## config.mk

```make
export PLATFORM = sky130hd
export DESIGN_NAME = alarm_time_setting_fsm_core
export DESIGN_NICKNAME = d
export VERILOG_FILES = /design/src/rtl/core/atsf_pkg.sv /design/src/rtl/core/atsf_step.sv /design/src/rtl/core/alarm_time_setting_fsm_core.sv
export SDC_FILE = /design/constraint.sdc
export NUM_CORES = 1
export LEC_CHECK = 0
export BUFFER_PORTS_ARGS = -buffer_cell sky130_fd_sc_hd__buf_2
export CAP_MARGIN = 20
export CORE_AREA = 2 2 103 105
export CTS_BUF_LIST = sky130_fd_sc_hd__clkbuf_8 sky130_fd_sc_hd__clkbuf_16
export CTS_CLUSTER_DIAMETER = 200
export DETAILED_ROUTE_END_ITERATION = 7
export DIE_AREA = 0 0 105 107
export PLACE_DENSITY_LB_ADDON = 0.15
export SYNTH_ARGS = -nofsm -noshare
export SYNTH_HDL_FRONTEND = slang
export SYNTH_SLANG_ARGS = --single-unit
```

## constraint.sdc

```tcl
create_clock -name aclk -period 6.5 [get_ports aclk]
set_input_delay 0.65 -clock aclk [delete_from_list [all_inputs] [get_ports aclk]]
set_output_delay 0.65 -clock aclk [all_outputs]
set_load 0.01 [all_outputs]
```

## src/rtl/core/atsf_pkg.sv

```systemverilog
// atsf_pkg: types and constants for the alarm set menu and alarm match core.
// No dependencies; used by every module of the core.

package atsf_pkg;

    localparam int unsigned HourW   = 5;
    localparam int unsigned MinuteW = 6;
    localparam int unsigned RowW    = 2;
    localparam int unsigned FieldW  = 2;

    localparam logic [HourW-1:0]   HourMax     = HourW'(23);
    localparam logic [HourW-1:0]   HourReset   = HourW'(6);
    localparam logic [MinuteW-1:0] MinuteMax   = MinuteW'(59);
    localparam logic [MinuteW:0]   MinuteMod   = (MinuteW + 1)'(60);
    localparam logic [MinuteW-1:0] MinuteTens  = MinuteW'(10);
    localparam logic [MinuteW-1:0] MinuteUnits = MinuteW'(1);

    localparam logic [RowW-1:0] RowEnable = RowW'(0);
    localparam logic [RowW-1:0] RowSet    = RowW'(1);
    localparam logic [RowW-1:0] RowEdit   = RowW'(2);

    localparam logic [FieldW-1:0] FieldHour  = FieldW'(0);
    localparam logic [FieldW-1:0] FieldTens  = FieldW'(1);
    localparam logic [FieldW-1:0] FieldUnits = FieldW'(2);

    typedef struct packed {
        logic               press_prev;
        logic               press_next;
        logic               press_select;
        logic               press_exit;
        logic               check_time;
        logic [HourW-1:0]   now_hour;
        logic [MinuteW-1:0] now_minute;
    } in_item_t;

    typedef struct packed {
        logic               alarm_enabled;
        logic [HourW-1:0]   alarm_hour_out;
        logic [MinuteW-1:0] alarm_minute_out;
        logic [RowW-1:0]    menu_row;
        logic [FieldW-1:0]  edit_field;
        logic [HourW-1:0]   edit_hour;
        logic [MinuteW-1:0] edit_minute;
        logic               alarm_fire;
        logic               exit_request;
    } out_item_t;

    typedef struct packed {
        logic               armed;
        logic [HourW-1:0]   set_hour;
        logic [MinuteW-1:0] set_minute;
        logic [RowW-1:0]    row_select;
        logic [FieldW-1:0]  field_select;
        logic [HourW-1:0]   work_hour;
        logic [MinuteW-1:0] work_minute;
    } state_t;

    function automatic logic [MinuteW-1:0] min_add(input logic [MinuteW-1:0] m,
                                                   input logic [MinuteW-1:0] d);
        logic [MinuteW:0] s;
        s = {1'b0, m} + {1'b0, d};
        return (s > {1'b0, MinuteMax}) ? MinuteW'(s - MinuteMod) : MinuteW'(s);
    endfunction

    function automatic logic [MinuteW-1:0] min_sub(input logic [MinuteW-1:0] m,
                                                   input logic [MinuteW-1:0] d);
        logic [MinuteW:0] s;
        s = {1'b0, m} + MinuteMod - {1'b0, d};
        return (m >= d) ? (m - d) : MinuteW'(s);
    endfunction

endpackage

```

## src/rtl/core/atsf_step.sv

```systemverilog
// atsf_step: one request's state update (buttons, then time check).
// Depends on atsf_pkg.

module atsf_step (
    input  atsf_pkg::state_t   cur,
    input  atsf_pkg::in_item_t req,
    output atsf_pkg::state_t   nxt,
    output logic               fire
);

    always_comb begin
        nxt  = cur;
        fire = 1'b0;
        if (cur.row_select < atsf_pkg::RowEdit) begin
            if (req.press_prev) begin
                nxt.row_select = (nxt.row_select == atsf_pkg::RowEnable) ?
                                 atsf_pkg::RowSet : atsf_pkg::RowEnable;
            end
            if (req.press_next) begin
                nxt.row_select = (nxt.row_select == atsf_pkg::RowSet) ?
                                 atsf_pkg::RowEnable : atsf_pkg::RowSet;
            end
            if (req.press_select) begin
                if (nxt.row_select == atsf_pkg::RowEnable) begin
                    nxt.armed = ~nxt.armed;
                end else begin
                    nxt.row_select   = atsf_pkg::RowEdit;
                    nxt.field_select = atsf_pkg::FieldHour;
                    nxt.work_hour    = cur.set_hour;
                    nxt.work_minute  = cur.set_minute;
                end
            end
        end else begin
            if (req.press_prev) begin
                priority if (cur.field_select == atsf_pkg::FieldHour) begin
                    nxt.work_hour = (nxt.work_hour >= atsf_pkg::HourMax) ?
                                    '0 : nxt.work_hour + 1'b1;
                end else if (cur.field_select == atsf_pkg::FieldTens) begin
                    nxt.work_minute = atsf_pkg::min_add(nxt.work_minute,
                                                        atsf_pkg::MinuteTens);
                end else if (cur.field_select == atsf_pkg::FieldUnits) begin
                    nxt.work_minute = atsf_pkg::min_add(nxt.work_minute,
                                                        atsf_pkg::MinuteUnits);
                end else begin
                    nxt.work_hour = nxt.work_hour;
                end
            end
            if (req.press_next) begin
                priority if (cur.field_select == atsf_pkg::FieldHour) begin
                    nxt.work_hour = (nxt.work_hour == '0 ||
                                     nxt.work_hour > atsf_pkg::HourMax) ?
                                    atsf_pkg::HourMax : nxt.work_hour - 1'b1;
                end else if (cur.field_select == atsf_pkg::FieldTens) begin
                    nxt.work_minute = atsf_pkg::min_sub(nxt.work_minute,
                                                        atsf_pkg::MinuteTens);
                end else if (cur.field_select == atsf_pkg::FieldUnits) begin
                    nxt.work_minute = atsf_pkg::min_sub(nxt.work_minute,
                                                        atsf_pkg::MinuteUnits);
                end else begin
                    nxt.work_hour = nxt.work_hour;
                end
            end
            if (req.press_select) begin
                if (cur.field_select >= atsf_pkg::FieldUnits) begin
                    nxt.field_select = atsf_pkg::FieldHour;
                    nxt.row_select   = atsf_pkg::RowSet;
                    nxt.set_hour     = nxt.work_hour;
                    nxt.set_minute   = nxt.work_minute;
                end else begin
                    nxt.field_select = cur.field_select + 1'b1;
                end
            end
        end
        if (req.check_time && nxt.armed && nxt.set_hour == req.now_hour &&
            nxt.set_minute == req.now_minute) begin
            fire      = 1'b1;
            nxt.armed = 1'b0;
        end
    end

endmodule

```

## src/rtl/core/alarm_time_setting_fsm_core.sv

```systemverilog
// alarm_time_setting_fsm_core: top level; input register, state, result register.
// Depends on atsf_pkg and atsf_step.
//
//  channel | ports                     | payload
//  input   | s_valid, s_ready, s_data  | atsf_pkg::in_item_t
//  result  | m_valid, m_ready, m_data  | atsf_pkg::out_item_t
//
// One request per cycle sustained unless m_ready stalls the result register.
// The state update is one combinational pass between input and result register.
// Reset (aresetn low, synchronous) empties both registers and restores the state.
// A stalled result holds the input register; s_ready drops only while both are full.

module alarm_time_setting_fsm_core (
    input  logic                 aclk,
    input  logic                 aresetn,
    input  logic                 s_valid,
    output logic                 s_ready,
    input  atsf_pkg::in_item_t   s_data,
    output logic                 m_valid,
    input  logic                 m_ready,
    output atsf_pkg::out_item_t  m_data
);

    logic                in_valid_reg;
    atsf_pkg::in_item_t  in_data_reg;
    atsf_pkg::state_t    state_reg;
    atsf_pkg::state_t    state_next;
    logic                m_valid_reg;
    atsf_pkg::out_item_t m_data_reg;
    logic                fire;
    logic                advance;

    atsf_step u_step (
        .cur  (state_reg),
        .req  (in_data_reg),
        .nxt  (state_next),
        .fire (fire)
    );

    assign advance = in_valid_reg && (!m_valid_reg || m_ready);
    assign s_ready = !in_valid_reg || advance;
    assign m_valid = m_valid_reg;
    assign m_data  = m_data_reg;

    always_ff @(posedge aclk) begin
        if (!aresetn) begin
            in_valid_reg           <= 1'b0;
            m_valid_reg            <= 1'b0;
            state_reg.armed        <= 1'b0;
            state_reg.set_hour     <= atsf_pkg::HourReset;
            state_reg.set_minute   <= '0;
            state_reg.row_select   <= atsf_pkg::RowEnable;
            state_reg.field_select <= atsf_pkg::FieldHour;
            state_reg.work_hour    <= '0;
            state_reg.work_minute  <= '0;
        end else begin
            if (s_valid && s_ready) begin
                in_valid_reg <= 1'b1;
                in_data_reg  <= s_data;
            end else if (advance) begin
                in_valid_reg <= 1'b0;
            end
            if (advance) begin
                state_reg                   <= state_next;
                m_valid_reg                 <= 1'b1;
                m_data_reg.alarm_enabled    <= state_next.armed;
                m_data_reg.alarm_hour_out   <= state_next.set_hour;
                m_data_reg.alarm_minute_out <= state_next.set_minute;
                m_data_reg.menu_row         <= state_next.row_select;
                m_data_reg.edit_field       <= state_next.field_select;
                m_data_reg.edit_hour        <= state_next.work_hour;
                m_data_reg.edit_minute      <= state_next.work_minute;
                m_data_reg.alarm_fire       <= fire;
                m_data_reg.exit_request     <= in_data_reg.press_exit;
            end else if (m_ready) begin
                m_valid_reg <= 1'b0;
            end
        end
    end

endmodule

```

Word level (Yosys, flattened, before mapping)
Index checks and enable logic that the tools add are counted.

operators by class
  add/sub/neg operators = 12
  magnitude comparators = 8
  equality and inequality tests = 5
  mux-type cells = 39
  bitwise logic cells = 1
  reduce and logical (&&, ||, !) cells = 18

operator list
  cell                                                                number
  2-to-1 mux 15 bit                                                   4
  2-to-1 mux 6 bit                                                    10
  2-to-1 mux 11 bit                                                   4
  2-to-1 mux 5 bit                                                    4
  > comparator 7 x 6 -> 1 bit (second input constant)                 2
  2-to-1 mux 13 bit                                                   1
  subtractor 6 x 1 -> 6 bit (second input constant)                   2
  subtractor 6 x 4 -> 6 bit (second input constant)                   2
  subtractor 6 bit (second input constant)                            2
  2-to-1 mux 1 bit                                                    11
  2-to-1 mux 2 bit                                                    5
  adder 6 x 1 -> 7 bit (second input constant)                        1
  adder 6 x 4 -> 7 bit (second input constant)                        1
  adder 6 bit (second input constant)                                 1
  equality test 6 bit                                                 1
  greater-or-equal comparator 6 x 1 -> 1 bit (second input constant)  1
  greater-or-equal comparator 6 x 4 -> 1 bit (second input constant)  1
  zero test 2 bit                                                     3
  adder 5 x 1 -> 5 bit (second input constant)                        1
  equality test 5 bit                                                 1
  greater-or-equal comparator 5 bit (second input constant)           1
  > comparator 5 bit (second input constant)                          1
  logical AND 1 bit                                                   5
  zero test 5 bit                                                     1
  other kinds (11)                                                    17

storage, ports and cells
  bits in registers = 74
  input port bits = 20
  output and inout port bits = 31
  logic and storage cells = 108

Longest topological paths before layout
Gate-level depths: netlist of the first run.

  word-level depth = 22
  depth in mapped cells = 20
  depth with buffers taken out = 20

Hierarchy
A second synthesis of the first run with hierarchy kept.

second synthesis, totals
  cells, all modules = 635
  area, all modules = 5621.6 sq um

modules (own cells, without submodules)
  module                       instances  cells an instance  area each (sq um)  sequential area each (sq um)
  atsf_step                    1          462                3064.2             0.0
  alarm_time_setting_fsm_core  1          173                2557.5             1931.9

Worst setup path before layout of the first run
No wires, ideal clock.

  kind = register to register
  start point = register state_reg[1] in the netlist's numbering
  end point = register m_data_reg (netlist bit m_data[28]), data pin
  setup time = 0.261 ns
  arrival time = 4.454 ns
  required time = 6.239 ns
  path slack = 1.785 ns
  stages on the path, launching flop included = 20
  path buffers = 0
  period minus slack after synthesis = 4.715 ns
  cells stage by stage = dfxtp_1 ha_1 nand2_1 xnor2_1 ha_1 a221oi_1 mux2i_1 nand4_1 inv_1 ha_1 nand2_1 a211oi_1 o21ai_0 o211ai_1 o211ai_1 a32o_1 o21ai_0 xor2_1 nor4_2 nor2_1

RTL lines
  what                    line                               RTL
  start, declared         alarm_time_setting_fsm_core.sv:26  atsf_pkg::state_t state_reg;
  start signal, assigned  alarm_time_setting_fsm_core.sv:64  state_reg <= state_next;
  end, declared           alarm_time_setting_fsm_core.sv:29  atsf_pkg::out_item_t m_data_reg;

==> results of run 1 <==
==> cell type report <==
class	count	area, um^2
Tap cell	136	170
Fill cell	948	4140
Clock inverter	7	75.1
Sequential cell	74	1930
Inverter	25	95.1
Timing Repair Buffer	60	325
Multi-Input combinational cell	508	3230
Clock buffer	9	124
==> power groups by stage <==
stage | logic [mW] | clock network [mW] | registers, mW
after detailed placement | 0.214 | 0 | 0.550
after floorplan | 0.160 | 0 | 0.540
after global routing | 0.241 | 0.395 | 0.542
after CTS | 0.215 | 0.377 | 0.539
after global placement | 0.213 | 0 | 0.549
final | 0.220 | 0.373 | 0.540
==> cells in the mapped netlist, types with 3 or more instances <==
| master | n | area, um^2 |
|---|---|---|
| a211o_1 | 4 | 35.0 |
| xor2_1 | 15 | 131 |
| clkbuf_1 | 31 | 116 |
| buf_2 | 7 | 35.0 |
| o31ai_1 | 4 | 30.0 |
| inv_1 | 23 | 86.3 |
| nand2b_1 | 7 | 43.8 |
| a31oi_1 | 13 | 81.3 |
| and2_1 | 7 | 43.8 |
| nand3_1 | 22 | 110 |
| buf_1 | 4 | 15.0 |
| nor2b_1 | 9 | 56.3 |
| a32o_1 | 5 | 50.1 |
| nor3_1 | 15 | 75.1 |
| o21ai_0 | 36 | 180 |
| o21a_1 | 6 | 45.0 |
| or4_1 | 3 | 22.5 |
| a21oi_1 | 50 | 250 |
| mux2i_1 | 13 | 130 |
| nand3b_1 | 3 | 22.5 |
| nand4_1 | 7 | 43.8 |
| xnor2_1 | 12 | 105 |
| and3_1 | 8 | 50.1 |
| or3_1 | 4 | 25.0 |
| a22oi_1 | 4 | 30.0 |
| nand2_1 | 99 | 372 |
| a2bb2oi_1 | 4 | 35.0 |
| edfxtp_1 | 45 | 1350 |
| a311oi_1 | 3 | 26.3 |
| a21o_1 | 6 | 45.0 |
| nor4_1 | 3 | 18.8 |
| ha_1 | 27 | 338 |
| nor2_1 | 45 | 169 |
| and3b_1 | 3 | 26.3 |
| a211oi_1 | 12 | 90.1 |
| o211ai_1 | 10 | 75.1 |
| dfxtp_1 | 29 | 581 |
==> how the worst max path moves through the flow <==
stage | to | cells past startpoint | startpoint | slack [ns]
after floorplan | m_data[28] | 19 | state_reg[1] | 1.78
after global placement | m_data[28] | 20 | state_reg[1] | 1.29
after detailed placement | m_data[28] | 20 | state_reg[1] | 1.09
after CTS | m_data[28] | 20 | state_reg[1] | 1.11
after global routing | m_data[28] | 20 | state_reg[1] | 0.57
final | m_data[28] | 20 | state_reg[1] | 1.04
==> critical path, stage by stage, from the launching register on <==
cell and delay [ns]:
dfxtp_1 0.55, ha_1 0.31, nand2_1 0.09, xnor2_1 0.19, ha_1 0.29, a221oi_1 0.33, mux2i_1 0.43, nand4_1 0.14
buf_4 0.21, inv_1 0.22, ha_1 0.22, nand2_1 0.06, a211oi_1 0.22, o21ai_0 0.14, o211ai_1 0.51, o211ai_1 0.17
a32o_1 0.24, o21ai_0 0.35, xor2_1 0.16, nor4_2 0.28, nor2_1 0.07
==> cell families (layout without fill, tap and decap cells) <==
logic type | Yosys count | in the layout | synth area share (%)
and+or+nand+nor | 247 | 247 | 21.9
DFF | 74 | 74 | 35.6
adders and majority gates | 27 | 27 | 6.22
buffers and inverters | 68 | 101 | 5.02
xor gates and xnor gates | 29 | 29 | 4.95
muxes | 15 | 15 | 2.81
AOI/OAI and AO/OA | 190 | 190 | 23.5
==> metal layers <==
layer	part of all wire, %	wire length (um)	vias to the layer above
li1	-	-	2421
met1	45	6970	2465
met2	46	7120	252
met3	8.6	1350	26
met4	1.3	206	0
met5	0	0	-
==> through the flow <==
step	worst slack, ns	power, mW	instance area, um^2
2_1_floorplan	1.78	0.700	5430
3_3_place_gp	1.29	0.762	5760
3_5_place_dp	1.09	0.764	5760
4_1_cts	1.11	1.13	5960
5_1_grt	0.571	1.18	5960
6_report	1.04	1.13	5960
==> key figures, run 1 <==
Global routing
  – Total track usage: 28.3%
  – Busiest grt layer: met2
  – Met2 Usage GRT: 44.6%
  – Met1 Use GR: 40.7%
  – Gr ovfl total: 0
  – Antenna violations before repair: 0
  – Vias in the first global route: 4,712
  – M3 GR Usage: 4.50%
  – First-pass GRT wire length: 25,000 um
  – Largest net degree at the start of global routing: 34

STA
  – Slew @ Worst Pin: 0.899 ns
  – Rel. slew slack: 39.7%
  – Clock Skew: 0.0106 ns
  – Final setup vio count: 0
  – Setup_tns: 0 ns
  – Hold_ws: 0.434 ns
  – Crit path time final: 5.46 ns
  – Fmax: 183 MHz
  – Final Hold Viols: 0
  – RSZ-0062 raised after global routing: false
  – Final Slew Violations: 0
  – Final Cycle Share: 84.0%

Power and ir drop
  – Seq pwr share: 47.7%
  – Lkg Pwr: 2.22 nW
  – PwrDens: 190 nW/um^2
  – Gate power share: 19.4%
  – Maximum VDD drop: 0.154 mV
  – Pint: 0.777 mW
  – Sw Ratio: 31.4%
  – Switching power: 0.356 mW
  – Clock power frac: 32.9%

Finish
  – Final #Nets: 725
  – Most common cell after layout, fill and taps aside: nand2_1
  – Most frequent cells in the layout: 99 x nand2_1, 50 x a21oi_1, 50 x buf_2, 45 x edfxtp_1, 44 x nor2_1
  – Finished Layout Cells: 819
  – Fin util: 59.0%
  – Largest register FFs: 29
  – Area grow syn2layout: 9.65%
  – N_diodes: 0
  – Layout cells sized above 1: 14.1%

Setup path
  – Reg-to-reg setup timing slack: 1.04 ns
  – CP arrival: 5.58 ns
  – Crit path launch type: flip-flop
  – Setup crit end kind: flip-flop
  – Crit Path Class: flip-flop to flip-flop
  – CP required: 6.62 ns
  – R2R Path Start: state_reg[1]
  – R2R depth: 20
  – Worst r2r dst: m_data[28]
  – Crit-path max FO: 12

Clocking
  – Worst skew pair latency: 0.36 ns
  – Clock-pin transition on the worst setup and hold timing paths: 0.09 ns
  – CTS tree: built
  – Setup Buffers After CTS: 0
  – Clock Path Buffers: 2
  – Num CTS Buffers: 9
  – H-tree levels: 3
  – Post-CTS sizing: 0
  – Hold Buf Count CTS: 0
  – Clock root buffer: clkbuf_8
  – CTS sink cnt: 74

Detailed routing
  – DR pass1 iterations: 5
  – Residual DRC: 0
  – Avg WL per Cell: 19.1 um
  – Antenna-violating nets left: 0
  – Vias per Instance: 6.31
  – Final WL: 15,700 um
  – Drt initial violations: 342
  – Vias: 5,164

Hold path
  – Hold Crit Class: flip-flop to flip-flop
  – Hold endpoint: m_data[0]
  – Hold path depth: 0
  – Hold Crit Start: in_data_reg[12]

Placement
  – Placed Cells: 803
  – Hpwl dp: 11,200 um
  – Port Buffers: 50
  – Final RePlAce weighted congestion: 0.951

Floorplan
  – I/O pins: 51
  – Rows: 37
  – Die Wd: 105 um
  – Die area: 11,200 um^2
  – Die H: 107 um
  – Core ar.: 10,100 um^2
  – Initial Utilization: 53.8%

Synth
  – Synth Cell Area: 5430 um^2
  – Library cells used by synthesis: 78
  – EDFF count, synth: 45
  – Net Count, Synth: 697
  – Synthesized area per cell: 8.36 um^2
  – Sequential area share after synthesis: 35.6%
  – Top_reg_cell synth: edfxtp_1
  – FFs w/ async S/R, synth: 0%
  – Flops & latches, synth: 74
  – Yosys warnings: 0
  – Syn Inst Count: 650

Flow run
  – Total of max-cap violations: 0

Status
  – Status: completed
Power figures use the tool's default switching activity.
==> run 2, diff against run 1 <==
==> constraint.sdc (replaced) <==
create_clock -name aclk -period 4.8 [get_ports aclk]
set_input_delay 0.48 -clock aclk [delete_from_list [all_inputs] [get_ports aclk]]
set_output_delay 0.48 -clock aclk [all_outputs]
set_load 0.01 [all_outputs]
==> run 2 against run 1 <==
Net effect:
- flip-flop and latch count did not move
- sequential share of layout area is 1.3 points lower
- global-route usage decreased by 0.25 points
- via count up 0.52%
- non-clock buffer count rose by 27
- register-to-register slack lost 0.79 ns
- clock skew is 0.0021 ns higher
- setup slack lost 0.79 ns
- critical endpoint unchanged
- largest power group unchanged
- highest routed layer unchanged
==> key figures, run 2 (same netlist as run 1, synthesis figures left out) <==
Status
  – Status: completed

STA
  – Slew @ Worst Pin: 0.751 ns
  – Clock Skew: 0.0127 ns
  – Final Cycle Share: 94.9%
  – Crit path time final: 4.55 ns
  – Hold_ws: 0.292 ns
  – Fmax: 220 MHz
  – Final Slew Violations: 0
  – Final Hold Viols: 0
  – Rel. slew slack: 49.3%
  – Final setup vio count: 0

Finish
  – Final #Nets: 752
  – Filler instances: 926
  – FF/Latch Area: 1940 um^2
  – Area grow syn2layout: 14.8%
  – N_diodes: 0
  – Most common cell after layout, fill and taps aside: nand2_1
  – Largest register FFs: 29
  – Design Area, Final: 6230 um^2
  – Most frequent cells in the layout: 99 x nand2_1, 50 x buf_2, 49 x a21oi_1, 45 x edfxtp_1, 43 x nor2_1
  – Multi-input logic area: 3280 um^2
  – Layout cells sized above 1: 19.3%

Power and ir drop
  – Pwr Total: 1.56 mW
  – Lkg Pwr: 2.37 nW
  – PwrDens: 250 nW/um^2
  – Maximum VDD drop: 0.229 mV

Floorplan
  – Die Wd: 105 um
  – Rows: 37
  – Core ar.: 10,100 um^2
  – Die H: 107 um
  – I/O pins: 51
  – Initial Utilization: 53.8%
  – Die area: 11,200 um^2

Global routing
  – First-pass GRT wire length: 24,700 um
  – Largest net degree at the start of global routing: 34
  – Antenna violations before repair: 0
  – Vias in the first global route: 4,641
  – Total track usage: 28.1%
  – Gr ovfl total: 0

Placement
  – Port Buffers: 50
  – Hpwl dp: 11,500 um
  – Final RePlAce weighted congestion: 0.919
  – Post-DP Area: 5940 um^2

Clocking
  – CTS sink cnt: 74
  – Clock-pin transition on the worst setup and hold timing paths: 0.08 ns
  – Worst skew pair latency: 0.36 ns
  – Clock Path Buffers: 2
  – CTS tree: built
  – Clock root buffer: clkbuf_8
  – H-tree levels: 3
  – Hold Buf Count CTS: 0
  – Num CTS Buffers: 9

Setup path
  – Setup crit end kind: flip-flop
  – CP arrival: 4.66 ns
  – CP required: 4.91 ns
  – Crit Path Class: flip-flop to flip-flop
  – Crit path launch type: flip-flop
  – Crit-path max FO: 8

Detailed routing
  – Residual DRC: 0
  – Drt initial violations: 409
  – Antenna-violating nets left: 0
  – Avg WL per Cell: 18.4 um
  – Vias per Instance: 6.14
  – Vias: 5,191
  – Final WL: 15,600 um
  – DR pass1 iterations: 5

Flow run
  – Total of max-cap violations: 0

Hold path
  – Hold Crit Class: primary input to flip-flop
==> run 2: cell types whose count changed in the layout (fill, tap and decap cells not counted), sizes merged <==
cell and change:
clkinvlp -1, clkbuf +1, buf +27
==> run 2: worst paths after layout <==
path	from	depth (start not counted)	slack, ns	endpoint
setup / recovery	state_reg[1]	20	0.25	m_data[28]
hold / removal	s_data[1]	1	0.29	in_data_reg[1]
setup reg to reg	state_reg[1]	20	0.25	m_data[28]
hold reg to reg	in_data_reg[12]	0	0.44	m_data[0]
==> run 2: cell type report <==
cell class,instances,area share (%)
flip-flops and latches,74,31.1
multi-input cells,508,52.6
well taps,136,2.73
inverters,25,1.53
clock inverters,6,1.16
clock buffers,10,2.21
repair buffers,87,8.65
==> run 2: power breakdown <==
part | internal [mW] | leakage [nW] | switching (mW)
sequential | 0.700 | 0.652 | 0.0315
combinational | 0.123 | 1.62 | 0.191
clock | 0.260 | 0.103 | 0.252
total | 1.08 | 2.37 | 0.475
==> run 2: per-layer routing <==
| metal | share of wire, % | GRT usage [%] | routed length, um |
|---|---|---|---|
| met4 | 1.3 | 7.33 | 199 |
| met5 | 0 | 0 | 0 |
| met1 | 46 | 41.2 | 7150 |
| met3 | 8.2 | 5.35 | 1280 |
| met2 | 45 | 42.5 | 6980 |
==> run 2: repair_timing <==
item                       CTS  global route
setup endpoints to repair    1            15
gates resized for setup      1            16
pin swaps                    0             3
buffers inserted             0             1
==> run 2: critical path, stage by stage, from the launching register on <==
cell,delay [ns]
dfxtp_4,0.40
ha_2,0.23
xor2_2,0.20
inv_1,0.12
ha_1,0.19
and2_0,0.18
and2_1,0.18
or4_1,0.49
nand4_1,0.17
inv_2,0.07
buf_4,0.16
ha_1,0.18
a31oi_1,0.18
and2_1,0.17
o211ai_1,0.11
buf_4,0.19
o31a_1,0.28
a2bb2oi_2,0.18
mux2i_1,0.14
nor4_2,0.38
nor2_1,0.07
==> run 2: per-stage QoR <==
step | instances | setup TNS, ns | utilization, % | setup slack, ns
2_1_floorplan | 650 | 0 | - | 0.0849
3_3_place_gp | 828 | 0 | 58.9 | 0.183
3_5_place_dp | 828 | 0 | 58.9 | 0.00189
4_1_cts | 844 | 0 | 60.9 | 0.0313
5_1_grt | 846 | -0.00647 | 61.8 | -0.00647
6_report | 846 | 0 | 61.8 | 0.245
==> run 3, diff against run 2 <==
--- a/config.mk
+++ b/config.mk
@@ -12,7 +12,7 @@
 export CTS_CLUSTER_DIAMETER = 200
 export DETAILED_ROUTE_END_ITERATION = 7
 export DIE_AREA = 0 0 105 107
-export PLACE_DENSITY_LB_ADDON = 0.15
+export PLACE_DENSITY = 0.76
 export SYNTH_ARGS = -nofsm -noshare
 export SYNTH_HDL_FRONTEND = slang
 export SYNTH_SLANG_ARGS = --single-unit
==> run 3 against run 2 <==
Net effect:
- global-route usage is 0.53 points lower
- sequential share of layout area is 0.12 points higher
- sequential power hardly changed
- clock power is 4.1% lower
- wire length is 1.1% lower
- design area is 0.58% lower
- worst hold slack better by 0.0013 ns
- utilization is 0.36 points lower
- flip-flop and latch count stayed put
- power is 1.2% lower
- non-clock buffer count is 1 lower
- critical path depth is 1 lower
- highest routed layer unchanged
==> key figures, run 3 (same netlist as run 1, synthesis figures left out) <==
Hold path
  – Hold path depth: 1
  – Hold Crit Class: primary input to flip-flop
  – Hold Crit Start: s_data[9]
  – Hold endpoint: in_data_reg[9]

Flow run
  – Total of max-cap violations: 0

STA
  – Fmax: 222 MHz
  – Final setup vio count: 0
  – Crit path time final: 4.51 ns
  – Rel. slew slack: 46.0%
  – Slew @ Worst Pin: 0.800 ns
  – Clock Skew: 0.0105 ns
  – Final Slew Violations: 0
  – Final Cycle Share: 94.0%
  – RSZ-0062 raised after global routing: false
  – Setup_tns: 0 ns
  – Final Hold Viols: 0

Setup path
  – Worst Path Buf+Inv: 3
  – Crit Path Class: flip-flop to flip-flop
  – Crit-path max FO: 8
  – Reg-to-reg setup timing slack: 0.29 ns
  – R2R depth: 19
  – Worst path depth: 19
  – Setup crit end kind: flip-flop
  – Slowest stage delay, CP: 0.54 ns
  – Worst r2r dst: m_data[28]
  – CP max stage cell: or4_1
  – R2R Path Start: state_reg[1]
  – Delay-heaviest family, CP: simple AND/OR/NAND/NOR gates
  – CP required: 4.90 ns
  – CP arrival: 4.61 ns
  – Crit path launch type: flip-flop
  – Worst-path cell chain: ha_2 -> xor2_1 -> inv_1 -> ha_1 -> and2_0 -> and2_1 -> or4_1 -> nand4_1 -> inv_1 -> ha_1 -> a31oi_1 -> and2_1 -> o211ai_1 -> buf_4 -> o31a_1 -> a2bb2oi_2 -> mux2i_1 -> nor4_2 -> nor2_1

Finish
  – Most frequent cells in the layout: 99 x nand2_1, 50 x buf_2, 49 x a21oi_1, 45 x edfxtp_1, 43 x nor2_1
  – Multi-input logic area: 3260 um^2
  – Layout cells sized above 1: 18.3%
  – Final #Nets: 751
  – Area grow syn2layout: 14.1%
  – Largest register FFs: 29
  – Finished Layout Cells: 845
  – N_diodes: 0
  – Most common cell after layout, fill and taps aside: nand2_1
  – FF/Latch Area: 1930 um^2
  – Filler instances: 902

Detailed routing
  – Drt initial violations: 363
  – Antenna-violating nets left: 0
  – Final WL: 15,400 um
  – Vias per Instance: 6.21
  – Residual DRC: 0
  – Avg WL per Cell: 18.3 um
  – DR pass1 iterations: 5
  – Vias: 5,244

Clocking
  – Num CTS Buffers: 9
  – H-tree levels: 3
  – CTS sink cnt: 74
  – CTS tree: built
  – Clock Path Buffers: 2
  – Clock root buffer: clkbuf_8
  – Clock-pin transition on the worst setup and hold timing paths: 0.08 ns
  – Worst skew pair latency: 0.35 ns

Floorplan
  – Die H: 107 um
  – Rows: 37
  – Initial Utilization: 53.8%
  – Die Wd: 105 um
  – Die area: 11,200 um^2
  – Core ar.: 10,100 um^2
  – I/O pins: 51

Global routing
  – First-pass GRT wire length: 24,500 um
  – Gr ovfl total: 0
  – Largest net degree at the start of global routing: 34
  – Total track usage: 27.6%
  – Vias in the first global route: 4,842
  – Antenna violations before repair: 0

Power and ir drop
  – Maximum VDD drop: 0.248 mV
  – Pwr Total: 1.54 mW
  – Lkg Pwr: 2.36 nW
  – PwrDens: 248 nW/um^2

Placement
  – Final RePlAce weighted congestion: 0.936
  – Port Buffers: 50
  – Hpwl dp: 11,400 um
  – Placed Cells: 827

Status
  – Status: completed
[run 3: cell types whose count changed in the layout (fill, tap and decap cells not counted), sizes merged]
cell,before,now
clkinvlp,1,2
clkbuf,10,9
buf,87,86
[run 3: final cells by class]
| cell class | instances | area share (%) |
|---|---|---|
| inverters | 25 | 1.53 |
| multi-input cells | 508 | 52.6 |
| clock inverters | 7 | 1.23 |
| well taps | 136 | 2.75 |
| repair buffers | 86 | 8.72 |
| flip-flops and latches | 74 | 31.2 |
| clock buffers | 9 | 2.00 |
[run 3: worst max path at each step]
stage | startpoint | slack (ns) | endpoint
6_report | state_reg[1] | 0.29 | m_data[28]
3_5_place_dp | state_reg[1] | 0.05 | m_data[28]
3_3_place_gp | state_reg[1] | 0.09 | m_data[28]
4_1_cts | state_reg[1] | 0.01 | m_data[28]
5_1_grt | state_reg[0] | 0.03 | m_data[28]
2_1_floorplan | state_reg[1] | 0.08 | m_data[28]
[run 3: metrics by stage]
stage | hold slack [ns] | cell area, um^2 | util, % | setup WS [ns]
after floorplan | 0.400 | 5430 | - | 0.0849
after global placement | 0.415 | 5930 | 58.8 | 0.0936
after detailed placement | 0.419 | 5930 | 58.8 | 0.0484
after CTS | 0.285 | 6130 | 60.8 | 0.00983
after global routing | 0.276 | 6200 | 61.4 | 0.0300
final | 0.293 | 6200 | 61.4 | 0.288
[run 3: metal layers]
| layer | vias to the layer above | track usage [%] | share of wire (%) |
|---|---|---|---|
| met5 | - | 0 | 0 |
| met4 | 0 | 8.29 | 1.6 |
| met3 | 29 | 5.53 | 8.1 |
| met2 | 240 | 43.3 | 45 |
| met1 | 2499 | 38.4 | 45 |
| li1 | 2476 | - | - |
[run 3: report_power, final]
group | switching (mW) | internal [mW] | leakage (nW) | total (mW)
combinational | 0.194 | 0.124 | 1.61 | 0.318
clock | 0.247 | 0.243 | 0.0962 | 0.490
sequential | 0.0293 | 0.700 | 0.652 | 0.729
[run 3: what timing repair did]
action | CTS | global route
setup buffers | 0 | 1
hold buffers | 0 | 0
gates resized for setup | 0 | 10
endpoints found under the setup margin | 0 | 16
